**src/rtl/core/ild_pkg.sv**
```systemverilog
// ----------------------------------------------------------------------------
// ild_pkg
// Shared types and constants for the indexed list block: field widths,
// operation and status codes, controller states and the command/status
// bundles between controller and datapath.
// ----------------------------------------------------------------------------
`default_nettype none

package ild_pkg;

  localparam int OP_W  = 3;
  localparam int POS_W = 6;
  localparam int VAL_W = 32;
  localparam int CNT_W = 7;
  localparam int ST_W  = 2;

  localparam int IN_W  = 48;  // op + pos + val, padded to bytes
  localparam int OUT_W = 48;  // value + count + status, padded to bytes

  typedef enum logic [OP_W-1:0] {
    OP_APPEND = 3'd0,
    OP_READ   = 3'd1,
    OP_WRITE  = 3'd2,
    OP_DELETE = 3'd3,
    OP_INSERT = 3'd4
  } op_e;

  localparam logic [ST_W-1:0] ST_OK    = 2'd0;
  localparam logic [ST_W-1:0] ST_RANGE = 2'd1;
  localparam logic [ST_W-1:0] ST_FULL  = 2'd2;

  typedef enum logic [2:0] {
    S_IDLE,
    S_EXEC,
    S_DEL_RD,
    S_DEL_WR,
    S_INS_RD,
    S_INS_WR,
    S_DONE
  } ctrl_state_e;

  // write address source
  typedef enum logic [1:0] {
    WA_COUNT,
    WA_POS,
    WA_IDX
  } wa_sel_e;

  // read address source
  typedef enum logic [1:0] {
    RA_POS,
    RA_IDX_UP,
    RA_IDX_DN
  } ra_sel_e;

  typedef struct packed {
    logic    load;        // capture input beat
    logic    st_load;     // hold the item's status before the count moves
    logic    wr_en;
    wa_sel_e wr_sel;
    logic    wd_shift;    // write data from read register, else input value
    logic    rd_en;
    ra_sel_e rd_sel;
    logic    idx_ld_pos;
    logic    idx_ld_cnt;
    logic    idx_inc;
    logic    idx_dec;
    logic    cnt_inc;
    logic    cnt_dec;
    logic    out_load;
  } ild_cmd_t;

  typedef struct packed {
    logic [OP_W-1:0] op;
    logic            ok;        // no range or full error on latched item
    logic            del_more;  // idx + 1 < count
    logic            ins_more;  // idx > pos
    logic            out_free;  // result register can take a new beat
  } ild_sts_t;

endpackage

`default_nettype wire

```
**src/rtl/core/ild_ctrl.sv**
```systemverilog
// ----------------------------------------------------------------------------
// ild_ctrl
// Sequencer for the indexed list: decodes the latched operation and steps
// the datapath through memory accesses and element shifts.
// ----------------------------------------------------------------------------
`default_nettype none

module ild_ctrl (
  input  wire                clk_i,
  input  wire                rst_ni,
  input  wire                in_valid_i,
  output logic               in_ready_o,
  input  wire ild_pkg::ild_sts_t sts_i,
  output ild_pkg::ild_cmd_t  cmd_o
);
  import ild_pkg::*;

  ctrl_state_e state_q, state_d;

  always_ff @(posedge clk_i or negedge rst_ni) begin
    if (!rst_ni) begin
      state_q <= S_IDLE;
    end else begin
      state_q <= state_d;
    end
  end

  always_comb begin
    state_d    = state_q;
    in_ready_o = 1'b0;
    cmd_o      = '0;
    cmd_o.wr_sel = WA_COUNT;
    cmd_o.rd_sel = RA_POS;
    case (state_q)
      S_IDLE: begin
        in_ready_o = 1'b1;
        if (in_valid_i) begin
          cmd_o.load = 1'b1;
          state_d    = S_EXEC;
        end
      end
      S_EXEC: begin
        state_d       = S_DONE;
        cmd_o.st_load = 1'b1;
        if (sts_i.ok) begin
          case (sts_i.op)
            OP_APPEND: begin
              cmd_o.wr_en   = 1'b1;
              cmd_o.wr_sel  = WA_COUNT;
              cmd_o.cnt_inc = 1'b1;
            end
            OP_READ: begin
              cmd_o.rd_en  = 1'b1;
              cmd_o.rd_sel = RA_POS;
            end
            OP_WRITE: begin
              cmd_o.wr_en  = 1'b1;
              cmd_o.wr_sel = WA_POS;
            end
            OP_DELETE: begin
              cmd_o.idx_ld_pos = 1'b1;
              state_d          = S_DEL_RD;
            end
            OP_INSERT: begin
              cmd_o.idx_ld_cnt = 1'b1;
              state_d          = S_INS_RD;
            end
            default: ;  // unused codes: report and change nothing
          endcase
        end
      end
      S_DEL_RD: begin
        if (sts_i.del_more) begin
          cmd_o.rd_en  = 1'b1;
          cmd_o.rd_sel = RA_IDX_UP;
          state_d      = S_DEL_WR;
        end else begin
          cmd_o.cnt_dec = 1'b1;
          state_d       = S_DONE;
        end
      end
      S_DEL_WR: begin
        cmd_o.wr_en    = 1'b1;
        cmd_o.wr_sel   = WA_IDX;
        cmd_o.wd_shift = 1'b1;
        cmd_o.idx_inc  = 1'b1;
        state_d        = S_DEL_RD;
      end
      S_INS_RD: begin
        if (sts_i.ins_more) begin
          cmd_o.rd_en  = 1'b1;
          cmd_o.rd_sel = RA_IDX_DN;
          state_d      = S_INS_WR;
        end else begin
          cmd_o.wr_en   = 1'b1;
          cmd_o.wr_sel  = WA_POS;
          cmd_o.cnt_inc = 1'b1;
          state_d       = S_DONE;
        end
      end
      S_INS_WR: begin
        cmd_o.wr_en    = 1'b1;
        cmd_o.wr_sel   = WA_IDX;
        cmd_o.wd_shift = 1'b1;
        cmd_o.idx_dec  = 1'b1;
        state_d        = S_INS_RD;
      end
      S_DONE: begin
        if (sts_i.out_free) begin
          cmd_o.out_load = 1'b1;
          state_d        = S_IDLE;
        end
      end
      default: state_d = S_IDLE;
    endcase
  end

endmodule

`default_nettype wire

```
**src/rtl/core/ild_dpath.sv**
```systemverilog
// ----------------------------------------------------------------------------
// ild_dpath
// List storage, element count, shift index, error checks and the result
// register of the indexed list.
// ----------------------------------------------------------------------------
`default_nettype none

module ild_dpath #(
  parameter int DEPTH = 64
) (
  input  wire                         clk_i,
  input  wire                         rst_ni,
  input  wire ild_pkg::ild_cmd_t      cmd_i,
  output ild_pkg::ild_sts_t           sts_o,
  input  wire [ild_pkg::OP_W-1:0]     op_i,
  input  wire [ild_pkg::POS_W-1:0]    pos_i,
  input  wire signed [ild_pkg::VAL_W-1:0] val_i,
  output logic                        out_valid_o,
  input  wire                         out_ready_i,
  output logic signed [ild_pkg::VAL_W-1:0] rd_val_o,
  output logic [ild_pkg::CNT_W-1:0]   cnt_o,
  output logic [ild_pkg::ST_W-1:0]    st_o
);
  import ild_pkg::*;

  localparam int AW = (DEPTH > 1) ? $clog2(DEPTH) : 1;
  localparam int CW = $clog2(DEPTH + 1);
  localparam int XW = (CW > POS_W) ? CW : POS_W;

  logic signed [VAL_W-1:0] mem [DEPTH];

  logic [OP_W-1:0]         op_q;
  logic [POS_W-1:0]        pos_q;
  logic signed [VAL_W-1:0] val_q;
  logic signed [VAL_W-1:0] rdata_q;
  logic [CW-1:0]           count_q, count_d;
  logic [XW-1:0]           idx_q, idx_d;
  logic [ST_W-1:0]         st_hold_q;
  logic                    out_valid_q;
  logic signed [VAL_W-1:0] rd_val_q;
  logic [CNT_W-1:0]        cnt_q;
  logic [ST_W-1:0]         st_q;

  logic [XW-1:0]    pos_x, cnt_x, idx_up, idx_dn;
  logic             full;
  logic [ST_W-1:0]  st;
  logic [AW-1:0]    wr_addr, rd_addr;
  logic signed [VAL_W-1:0] wr_data;

  assign pos_x  = XW'(pos_q);
  assign cnt_x  = XW'(count_q);
  assign idx_up = idx_q + XW'(1);
  assign idx_dn = idx_q - XW'(1);
  assign full   = (count_q == CW'(DEPTH));

  // error checks on the latched item; insert tests range before full
  always_comb begin
    st = ST_OK;
    case (op_q)
      OP_APPEND: st = full ? ST_FULL : ST_OK;
      OP_READ, OP_WRITE, OP_DELETE: st = (pos_x >= cnt_x) ? ST_RANGE : ST_OK;
      OP_INSERT: begin
        if (pos_x > cnt_x) begin
          st = ST_RANGE;
        end else if (full) begin
          st = ST_FULL;
        end
      end
      default: st = ST_OK;
    endcase
  end

  assign sts_o.op       = op_q;
  assign sts_o.ok       = (st == ST_OK);
  assign sts_o.del_more = ({1'b0, idx_up} < {1'b0, cnt_x}) && (idx_q != '1);
  assign sts_o.ins_more = (idx_q > pos_x);
  assign sts_o.out_free = !out_valid_q || out_ready_i;

  always_comb begin
    case (cmd_i.wr_sel)
      WA_COUNT: wr_addr = cnt_x[AW-1:0];
      WA_POS:   wr_addr = pos_x[AW-1:0];
      WA_IDX:   wr_addr = idx_q[AW-1:0];
      default:  wr_addr = idx_q[AW-1:0];
    endcase
    case (cmd_i.rd_sel)
      RA_POS:    rd_addr = pos_x[AW-1:0];
      RA_IDX_UP: rd_addr = idx_up[AW-1:0];
      RA_IDX_DN: rd_addr = idx_dn[AW-1:0];
      default:   rd_addr = pos_x[AW-1:0];
    endcase
  end

  assign wr_data = cmd_i.wd_shift ? rdata_q : val_q;

  // storage: one write port, one registered read port
  always_ff @(posedge clk_i) begin
    if (cmd_i.wr_en) begin
      mem[wr_addr] <= wr_data;
    end
  end

  always_ff @(posedge clk_i) begin
    if (cmd_i.rd_en) begin
      rdata_q <= mem[rd_addr];
    end
  end

  // input and result payload; status is held from the check cycle since
  // the count has already moved by the time the result is loaded
  always_ff @(posedge clk_i) begin
    if (cmd_i.load) begin
      op_q  <= op_i;
      pos_q <= pos_i;
      val_q <= val_i;
    end
    if (cmd_i.st_load) begin
      st_hold_q <= st;
    end
    if (cmd_i.out_load) begin
      rd_val_q <= ((op_q == OP_READ) && (st_hold_q == ST_OK)) ? rdata_q : '0;
      cnt_q    <= CNT_W'(count_q);
      st_q     <= st_hold_q;
    end
    idx_q <= idx_d;
  end

  always_comb begin
    idx_d = idx_q;
    if (cmd_i.idx_ld_pos) begin
      idx_d = pos_x;
    end else if (cmd_i.idx_ld_cnt) begin
      idx_d = cnt_x;
    end else if (cmd_i.idx_inc) begin
      idx_d = idx_up;
    end else if (cmd_i.idx_dec) begin
      idx_d = idx_dn;
    end
  end

  always_comb begin
    count_d = count_q;
    if (cmd_i.cnt_inc) begin
      count_d = count_q + CW'(1);
    end else if (cmd_i.cnt_dec) begin
      count_d = count_q - CW'(1);
    end
  end

  always_ff @(posedge clk_i or negedge rst_ni) begin
    if (!rst_ni) begin
      count_q     <= '0;
      out_valid_q <= 1'b0;
    end else begin
      count_q <= count_d;
      if (cmd_i.out_load) begin
        out_valid_q <= 1'b1;
      end else if (out_ready_i) begin
        out_valid_q <= 1'b0;
      end
    end
  end

  assign out_valid_o = out_valid_q;
  assign rd_val_o    = rd_val_q;
  assign cnt_o       = cnt_q;
  assign st_o        = st_q;

endmodule

`default_nettype wire

```
**src/rtl/core/indexed_list_insert_delete.sv**
```systemverilog
// ----------------------------------------------------------------------------
// indexed_list_insert_delete
// Ordered list of signed 32-bit values with append, read, overwrite,
// delete-at-index and insert-at-index, one result beat per input beat.
// ----------------------------------------------------------------------------
// The list lives in a single-port-write, registered-read memory of DEPTH
// words; a controller FSM sequences every operation through it. Append, read
// and overwrite are latched, then checked and executed, then placed in the
// result register. Delete and insert move elements one at a time through
// the memory port, a read and a write per moved element, and the number of
// moved elements is count-pos-1 for delete and count-pos for insert. A new
// input beat is taken once the previous one has been placed in the result
// register; that register holds its beat until the sink takes it, so the
// next item can already run. Failing items (list full, index out of range)
// report a status and leave the list untouched; unused operation codes
// report ok with the count unchanged. Memory contents after reset are
// undefined, but only written entries are ever read. Positions are 6 bits,
// so only the first 64 entries are addressable by index, and the reported
// count is the low 7 bits of the internal count.
// ----------------------------------------------------------------------------
`default_nettype none

module indexed_list_insert_delete #(
  parameter int DEPTH = 64
) (
  input  wire         clk_i,
  input  wire         rst_ni,
  // input beat
  input  wire         s_axis_tvalid,
  output logic        s_axis_tready,
  input  wire  [ild_pkg::IN_W-1:0]  s_axis_tdata,  // [2:0] operation, [8:3] position,
                                                   // [40:9] value, [47:41] zero
  // result beat
  output logic        m_axis_tvalid,
  input  wire         m_axis_tready,
  output logic [ild_pkg::OUT_W-1:0] m_axis_tdata   // [31:0] read_value,
                                                   // [38:32] element_count,
                                                   // [40:39] status, [47:41] zero
);
  import ild_pkg::*;

  ild_cmd_t cmd;
  ild_sts_t sts;

  logic signed [VAL_W-1:0] rd_val;
  logic [CNT_W-1:0]        cnt;
  logic [ST_W-1:0]         st;

  ild_ctrl u_ctrl (
    .clk_i      (clk_i),
    .rst_ni     (rst_ni),
    .in_valid_i (s_axis_tvalid),
    .in_ready_o (s_axis_tready),
    .sts_i      (sts),
    .cmd_o      (cmd)
  );

  ild_dpath #(
    .DEPTH (DEPTH)
  ) u_dpath (
    .clk_i       (clk_i),
    .rst_ni      (rst_ni),
    .cmd_i       (cmd),
    .sts_o       (sts),
    .op_i        (s_axis_tdata[2:0]),
    .pos_i       (s_axis_tdata[8:3]),
    .val_i       (s_axis_tdata[40:9]),
    .out_valid_o (m_axis_tvalid),
    .out_ready_i (m_axis_tready),
    .rd_val_o    (rd_val),
    .cnt_o       (cnt),
    .st_o        (st)
  );

  assign m_axis_tdata = {7'd0, st, cnt, rd_val};

endmodule

`default_nettype wire
```
**config.mk**
```make
export PLATFORM = sky130hd
export DESIGN_NAME = indexed_list_insert_delete
export DESIGN_NICKNAME = d
export VERILOG_FILES = /design/src/rtl/core/ild_pkg.sv /design/src/rtl/core/ild_ctrl.sv /design/src/rtl/core/ild_dpath.sv /design/src/rtl/core/indexed_list_insert_delete.sv
export SDC_FILE = /design/constraint.sdc
export NUM_CORES = 2
export LEC_CHECK = 0
export ABC_CLOCK_PERIOD_IN_PS = 9900
export BUFFER_PORTS_ARGS = -buffer_cell sky130_fd_sc_hd__clkbuf_2
export CAP_MARGIN = 20
export CORE_MARGIN = 2
export CORE_UTILIZATION = 32
export DETAILED_ROUTE_END_ITERATION = 16
export PLACE_DENSITY = 0.45
export SLEW_MARGIN = 20
export SYNTH_ARGS = -nofsm -noshare
export SYNTH_HDL_FRONTEND = slang
export SYNTH_SLANG_ARGS = --single-unit
export TNS_END_PERCENT = 10
```
**constraint.sdc**
```tcl
create_clock -name clk_i -period 9.9 [get_ports clk_i]
set_input_delay 1.485 -clock clk_i [delete_from_list [all_inputs] [get_ports clk_i]]
set_output_delay 1.485 -clock clk_i [all_outputs]
set_load 0.02 [all_outputs]
```
Yosys cells after proc, flatten, opt, wreduce, memory -nomap -nowiden
Memory sizes are Yosys's and may differ from the RTL's. A register that Yosys moved wholly into a read port is not among the register bits.
Index checks and enable logic that the tools add are counted.
Word-level totals
  output and inout port bits: 50
  bits in writable memories: 2048
  flip-flop bits (word level): 102
  input port bits: 52
  logic and storage cells: 105
  memories: 1
Memory list
  u_dpath.mem: depth 64, width 32, read ports 1, clocked after Yosys merged registers in 1, wr ports 1, line ild_dpath.sv:30  | logic signed [VAL_W-1:0] mem [DEPTH];
Cells by class
  muxes and demuxes: 51
  eq/ne operators: 17
  magnitude comparators: 4
  reductions and logical operators: 16
  $add $sub $neg: 4
Operator list (number)
  $mux W7: 5
  $mux W32: 1
  $mux W3: 9
  $pmux W6 S2: 2
  $mux W1: 21
  $pmux W3 S7: 1
  $pmux W3 S3: 2
  $add A7 B1 Y7 const B: 2
  $sub A7 B1 Y7 const B: 2
  $eq A3 B2 Y1 const B: 4
  $eq A3 B3 Y1 const B: 4
  $pmux W3 S2: 2
  $mux W2: 4
  $eq A7 B7 Y1 const B: 1
  $ge A6 B7 Y1: 1
  $gt A6 B7 Y1: 1
  $gt A7 B6 Y1: 1
  $lt A7 B7 Y1: 1
  $ne A7 B7 Y1 const B: 1
  $eq A3 B1 Y1 const B: 2
  $logic_not A2 Y1: 3
  $logic_not A3 Y1: 2
  $mux W6: 1
  $pmux W2 S3: 1
  14 further kinds: 18

Depth between registers and ports, before layout
  depth in word-level cells: 9
  mapped depth: 25
  depth with buffers taken out: 19

Cells and area by module
From an unflattened synthesis, not the netlist that was laid out.
Second synthesis, totals
  cells, all modules: 6065
  area total of the unflattened synthesis: 91764.3 um^2
Modules (own cells, without submodules)
  ild_dpath: instances 1, cells an instance 6006, area an instance 91330.1 um^2, seq. area each 65382.7 um^2
  ild_ctrl: instances 1, cells an instance 51, area an instance 377.9 um^2, seq. area each 75.1 um^2
  indexed_list_insert_delete: instances 1, cells an instance 8, area an instance 56.3 um^2, seq. area each 0.0 um^2

Least setup slack after synthesis
OpenSTA, ideal clock, no wires.
  path type: flip-flop to flip-flop
  start point: register u_dpath.pos_q[4]
  end point: memory u_dpath.mem[33][0] (enable)
  setup slack: 4434 ps
  data arrival time: 4998 ps
  clock period less this slack: 5466 ps
  stages on the path, launching flop included: 11
  path buffers: 1
  required time: 9432 ps
  setup time: 468 ps
  cells stage by stage: edfxtp_1 -> inv_1 -> ha_1 -> a21o_1 -> a211o_1 -> o22ai_1 -> a21o_1 -> clkbuf_1 -> a221o_1 -> nand2_1 -> nor3b_1
On the way
  longest elaborated chain between the ends: 8
RTL lines
  start, declared: line ild_dpath.sv:33  | logic [POS_W-1:0] pos_q;
  start signal, assigned: line ild_dpath.sv:114  | pos_q <= pos_i;
  $gt A6 B7 Y1 / $ge A6 B7 Y1 (equally long branches): line ild_dpath.sv:63, ild_dpath.sv:61
  $mux W2 / $mux W1 (equally long branches): line ild_dpath.sv:63, ild_dpath.sv:61
  $pmux W2 S3: line ild_dpath.sv:59  | case (op_q)
  $logic_not A2 Y1: line ild_dpath.sv:74  | assign sts_o.ok = (st == ST_OK);
  $mux W3: line ild_ctrl.sv:45  | if (sts_i.ok) begin
  $pmux W3 S3: line ild_ctrl.sv:34  | case (state_q)
  $eq A2 B1 Y1, or another cell as far along: line ild_dpath.sv:80  | case (cmd_i.wr_sel)
  $pmux W6 S2 / $mux W1 (equally long branches): line ild_dpath.sv:80, ild_dpath.sv:99
  end, declared: line ild_dpath.sv:30
Parallel ways exist; a longest one is shown, timed or not.

Worst setup path after layout
  start point: register u_dpath.idx_q[0]
  end point: register u_dpath.rdata_q[16] (read register of u_dpath.mem), data pin
On the way
  longest elaborated chain between the ends: 7
RTL lines
  start, declared: line ild_dpath.sv:37  | logic [XW-1:0] idx_q, idx_d;
  start signal, assigned: line ild_dpath.sv:125  | idx_q <= idx_d;
  $add A7 B1 Y7: line ild_dpath.sv:52  | assign idx_up = idx_q + XW'(1);
  $lt A7 B7 Y1: line ild_dpath.sv:75  | assign sts_o.del_more = ({1'b0, idx_up} < {1'b0, cnt_x}) && (idx_q != '1);
  $logic_and A1 B1 Y1: line ild_dpath.sv:75
  $mux W3: line ild_ctrl.sv:73  | if (sts_i.del_more) begin
  $pmux W3 S3: line ild_ctrl.sv:34
  $eq A2 B2 Y1 / $eq A2 B1 Y1 (equally long branches): line ild_dpath.sv:86  | case (cmd_i.rd_sel)
  $pmux W6 S2: line ild_dpath.sv:86
  end, declared: line ild_dpath.sv:35  | logic signed [VAL_W-1:0] rdata_q;
Parallel ways exist; a longest one is shown, timed or not.
A chain may end at the register's enable or synchronous reset.

==> impl_metrics.yaml <==
setup_path:
  worstSetupEndpointType: "flip-flop"
  reg2reg_from: "u_dpath.idx_q[0]$_DFFE_PP_"
  crit_path_start_kind: "flip-flop"
  worstPathMaxFanout: 39
  crit_type: "flip-flop to flip-flop"
  arrival_ns: 8.98
  r2r_setup_slack_ns: 1.65
  worstSetupStartpoint: "u_dpath.idx_q[0]$_DFFE_PP_"
  worstReg2RegEnd: "u_dpath.rdata_q[16]$_DFFE_PP_"
  worst-r2r-cell-count: 19
  required_ns: 10.63
finish:
  syn2layout_area_growth_pct: 14.8
  multi_input_area_mm2: 0.0198
  fin_area_mm2: 0.0991
  regArea_mm2: 0.0655
  nets: 5780
  nFillCells: 25300
  drive_above_1_share_pct: 14.1
die:
  die_area_mm2: 0.274
  die_y_um: 524
  die_w_um: 524
  row_count: 190
  start_util_pct: 32.2
  core_mm2: 0.268
  boundaryPins: 102
clock_network:
  cts-resized-gates: 0
  cts-root-buf: "clkbuf_16"
  holdBufCountCts: 0
  path_clk_slew_ns: 0.06
  htree_levels: 4
  clkLatencyLatePin_ns: 0.89
  cts_inserted_buffers: 226
  clock_tree.buffer_depth: 3
  clkSinkCount: 2182
  cts_setup_buffers: 0
  cts_tree: "built"
timing:
  tns_ns: 0
  rsz0062_at_grt: "no"
  period_needed_ns: 8.25
  slew_violations: 0
  tightest_slew_ns: 1.22
  report.final.setup_viol: 0
  hold_violations: 0
  max_slew_margin_pct: 18.4
  fmax_mhz: 121
  fin_crit_sh_pct: 83.4
  final.setup_skew_ns: 0.0369
detailed_routing:
  first_pass_iters: 6
  vias: 50900
  routedWlPerCell_um: 29.6
  viasPerCell: 5.39
  wirelength_um: 280000
  drc: 0
  postRouteAntennaNets: 0
  drtIter0Drc: 5610
synthesis:
  ys_seq_area_share_pct: 75.8
  ys_ff_latch: 2182
  synth_simple_gate_area_share_pct: 8.40
  syn_avg_cell_area_um2: 15.6
  synth_edf_count: 2170
  ys_warn_count: 0
  ys_types: 73
  synth.area.mux_share_pct: 5.25
  async_flop_share_pct: 0.504
  synth_area_mm2: 0.0864
  synthCells: 5532
  synth_fa_ha_area_share_pct: 0.414
  synth-compound-area-share_pct: 7.88
  synth-xor-area-share_pct: 0.183
  synth_ff_type: "edfxtp_1"
  synth_top_family_by_area: "simple AND/OR/NAND/NOR gates"
place:
  gp_congestion: 0.828
  postPlaceCellArea_mm2: 0.0921
  port_buffers: 87
  dp_hpwl_um: 147000
power_and_ir_drop:
  vdd_drop_max_mv: 0.366
  power.density_mw_per_mm2: 373
  p_leak_nw: 32.1
min_path:
  hp-class: "input pin to async pin"
grt:
  grt_pass1_wl_um: 389000
  grt_usage_pct: 20.0
  grt_pass1_vias: 48800
  grt_max_degree: 116
  antenna_found_initial: 11
  grt-ovfl-total: 0
run_status:
  status: "finished, final reports clean"
flow_run:
  cap_violations: 0
==> kinds of logic (layout without fill, tap and decap cells) <==
kind of cell,count (synthesis),in the layout
adder cells (fa/ha/maj),28,28
XOR/XNOR,18,18
other,1,13
AO/OA/AOI/OAI,870,870
multiplexers,338,338
buffers and inverters,393,742
flip-flops,2182,2182
AND/OR/NAND/NOR,1702,1702
==> how the worst max path moves through the flow <==
stage	slack, ns	end	depth (start not counted)
floorplan	4.43	u_dpath.mem[33][0]$_DFFE_PP_	10
global placement	1.76	u_dpath.rdata_q[28]$_DFFE_PP_	20
detailed placement	1.79	u_dpath.rdata_q[16]$_DFFE_PP_	19
CTS	1.76	u_dpath.rdata_q[16]$_DFFE_PP_	19
global route	1.20	u_dpath.rdata_q[16]$_DFFE_PP_	19
finish	1.65	u_dpath.rdata_q[16]$_DFFE_PP_	19
==> critical path, stage by stage, from the launching register on <==
cell and delay, ns:
edfxtp_1 0.70, ha_1 0.43, nand3_1 0.16, xnor2_1 0.39
ha_1 0.32, and3_1 0.18, a2111oi_0 0.35, o21ai_0 0.20
or4b_2 0.71, ha_1 0.37, a21boi_0 0.36, a221o_1 0.56
nand3_4 0.78, buf_12 0.48, buf_4 0.24, mux2i_1 0.12
a32oi_1 0.16, nand4_1 0.21, a22oi_1 1.00, o21a_1 0.24
==> state kept, by name, indices dropped and copies added, names as in the netlist <==
register / count
u_dpath.pos_q: 6
u_dpath.st_hold_q: 2
u_dpath.val_q: 32
u_dpath.out_valid_o: 1
u_dpath.mem: 2048
u_dpath.op_q: 3
u_dpath.rdata_q: 32
u_dpath.st_o: 2
u_dpath.cnt_x: 7
u_dpath.cnt_o: 7
u_ctrl.state_q: 3
u_dpath.rd_val_o: 32
u_dpath.idx_q: 7
==> layout make-up <==
type / count / share of cell area (%)
well taps: 3552 / 4.48
inverters: 28 / 0.106
multi-input cells: 2963 / 20.0
diodes: 6 / 0.0151
clock inverters: 136 / 1.06
flip-flops and latches: 2182 / 66.0
repair buffers: 299 / 2.33
clock buffers: 279 / 5.97
==> placed cells by master, fill, tap and decap left out, types with 19 or more instances in the layout <==
cell type,instances
edfxtp_1,2170
nand2_1,1114
mux2i_1,245
clkbuf_16,229
nand3_1,208
buf_4,188
a32oi_1,121
a211oi_1,113
a21oi_1,100
o31a_1,96
mux4_2,92
a311oi_1,88
clkbuf_2,87
nand4_1,81
nor2_1,67
clkinv_1,63
a221oi_1,54
nor2_4,50
a31oi_1,50
clkbuf_1,50
o21bai_1,40
o2111ai_1,38
clkinv_2,38
and2_1,35
nand2_2,33
inv_1,28
a22oi_1,28
ha_1,27
and3_1,26
buf_12,23
nor3_2,22
o21ai_0,19
o21a_1,19
==> synth_stat cells (14+ instances only) <==
master | n | area (µm²)
mux2i_1 | 245 | 2450
mux4_2 | 92 | 2070
nand3_1 | 209 | 1050
o2111ai_1 | 38 | 333
nor3_1 | 30 | 150
a22oi_1 | 28 | 210
and3_1 | 26 | 163
a311oi_1 | 88 | 771
o31a_1 | 97 | 850
a221o_1 | 18 | 180
a31oi_1 | 51 | 319
o21bai_1 | 40 | 300
clkbuf_1 | 205 | 769
ha_1 | 27 | 338
buf_1 | 29 | 109
a32oi_1 | 121 | 1060
nand2_1 | 1147 | 4310
inv_1 | 28 | 105
and2_1 | 36 | 225
buf_2 | 86 | 430
o21ai_0 | 21 | 105
a221oi_1 | 54 | 473
a21oi_1 | 100 | 500
and4_1 | 14 | 123
o21a_1 | 19 | 143
buf_4 | 36 | 270
a211oi_1 | 113 | 848
nor2_1 | 121 | 454
nand4_1 | 81 | 507
edfxtp_1 | 2170 | 65200
==> power by group <==
group / leakage (nW) / total [mW] / switching [mW] / internal, mW
registers: 19.7 / 12.7 / 0.350 / 12.3
logic: 8.95 / 16.1 / 11.9 / 4.29
clock network: 3.40 / 8.18 / 3.60 / 4.58
total: 32.1 / 37.0 / 15.8 / 21.2
==> per-layer routing <==
metal	up-vias	GRT usage, %	part of all wire (%)
li1	22000	-	-
met1	26800	29.0	45
met2	1782	31.3	46
met3	318	2.80	6.2
met4	2	5.45	2.5
met5	-	0	0.0046
==> through the flow <==
step	power (mW)	utilization, %	worst slack, ns	hold slack (ns)	instances
after detailed placement	29.1	34.4	1.79	0.532	9022
after global placement	29.0	34.4	1.76	0.518	9021
after CTS	37.3	37.0	1.76	0.418	9437
final	37.0	37.0	1.65	0.484	9445
after global routing	38.5	37.0	1.20	0.466	9440
after floorplan	21.6	-	4.43	0.428	5538
Power figures use the tool's default switching activity.
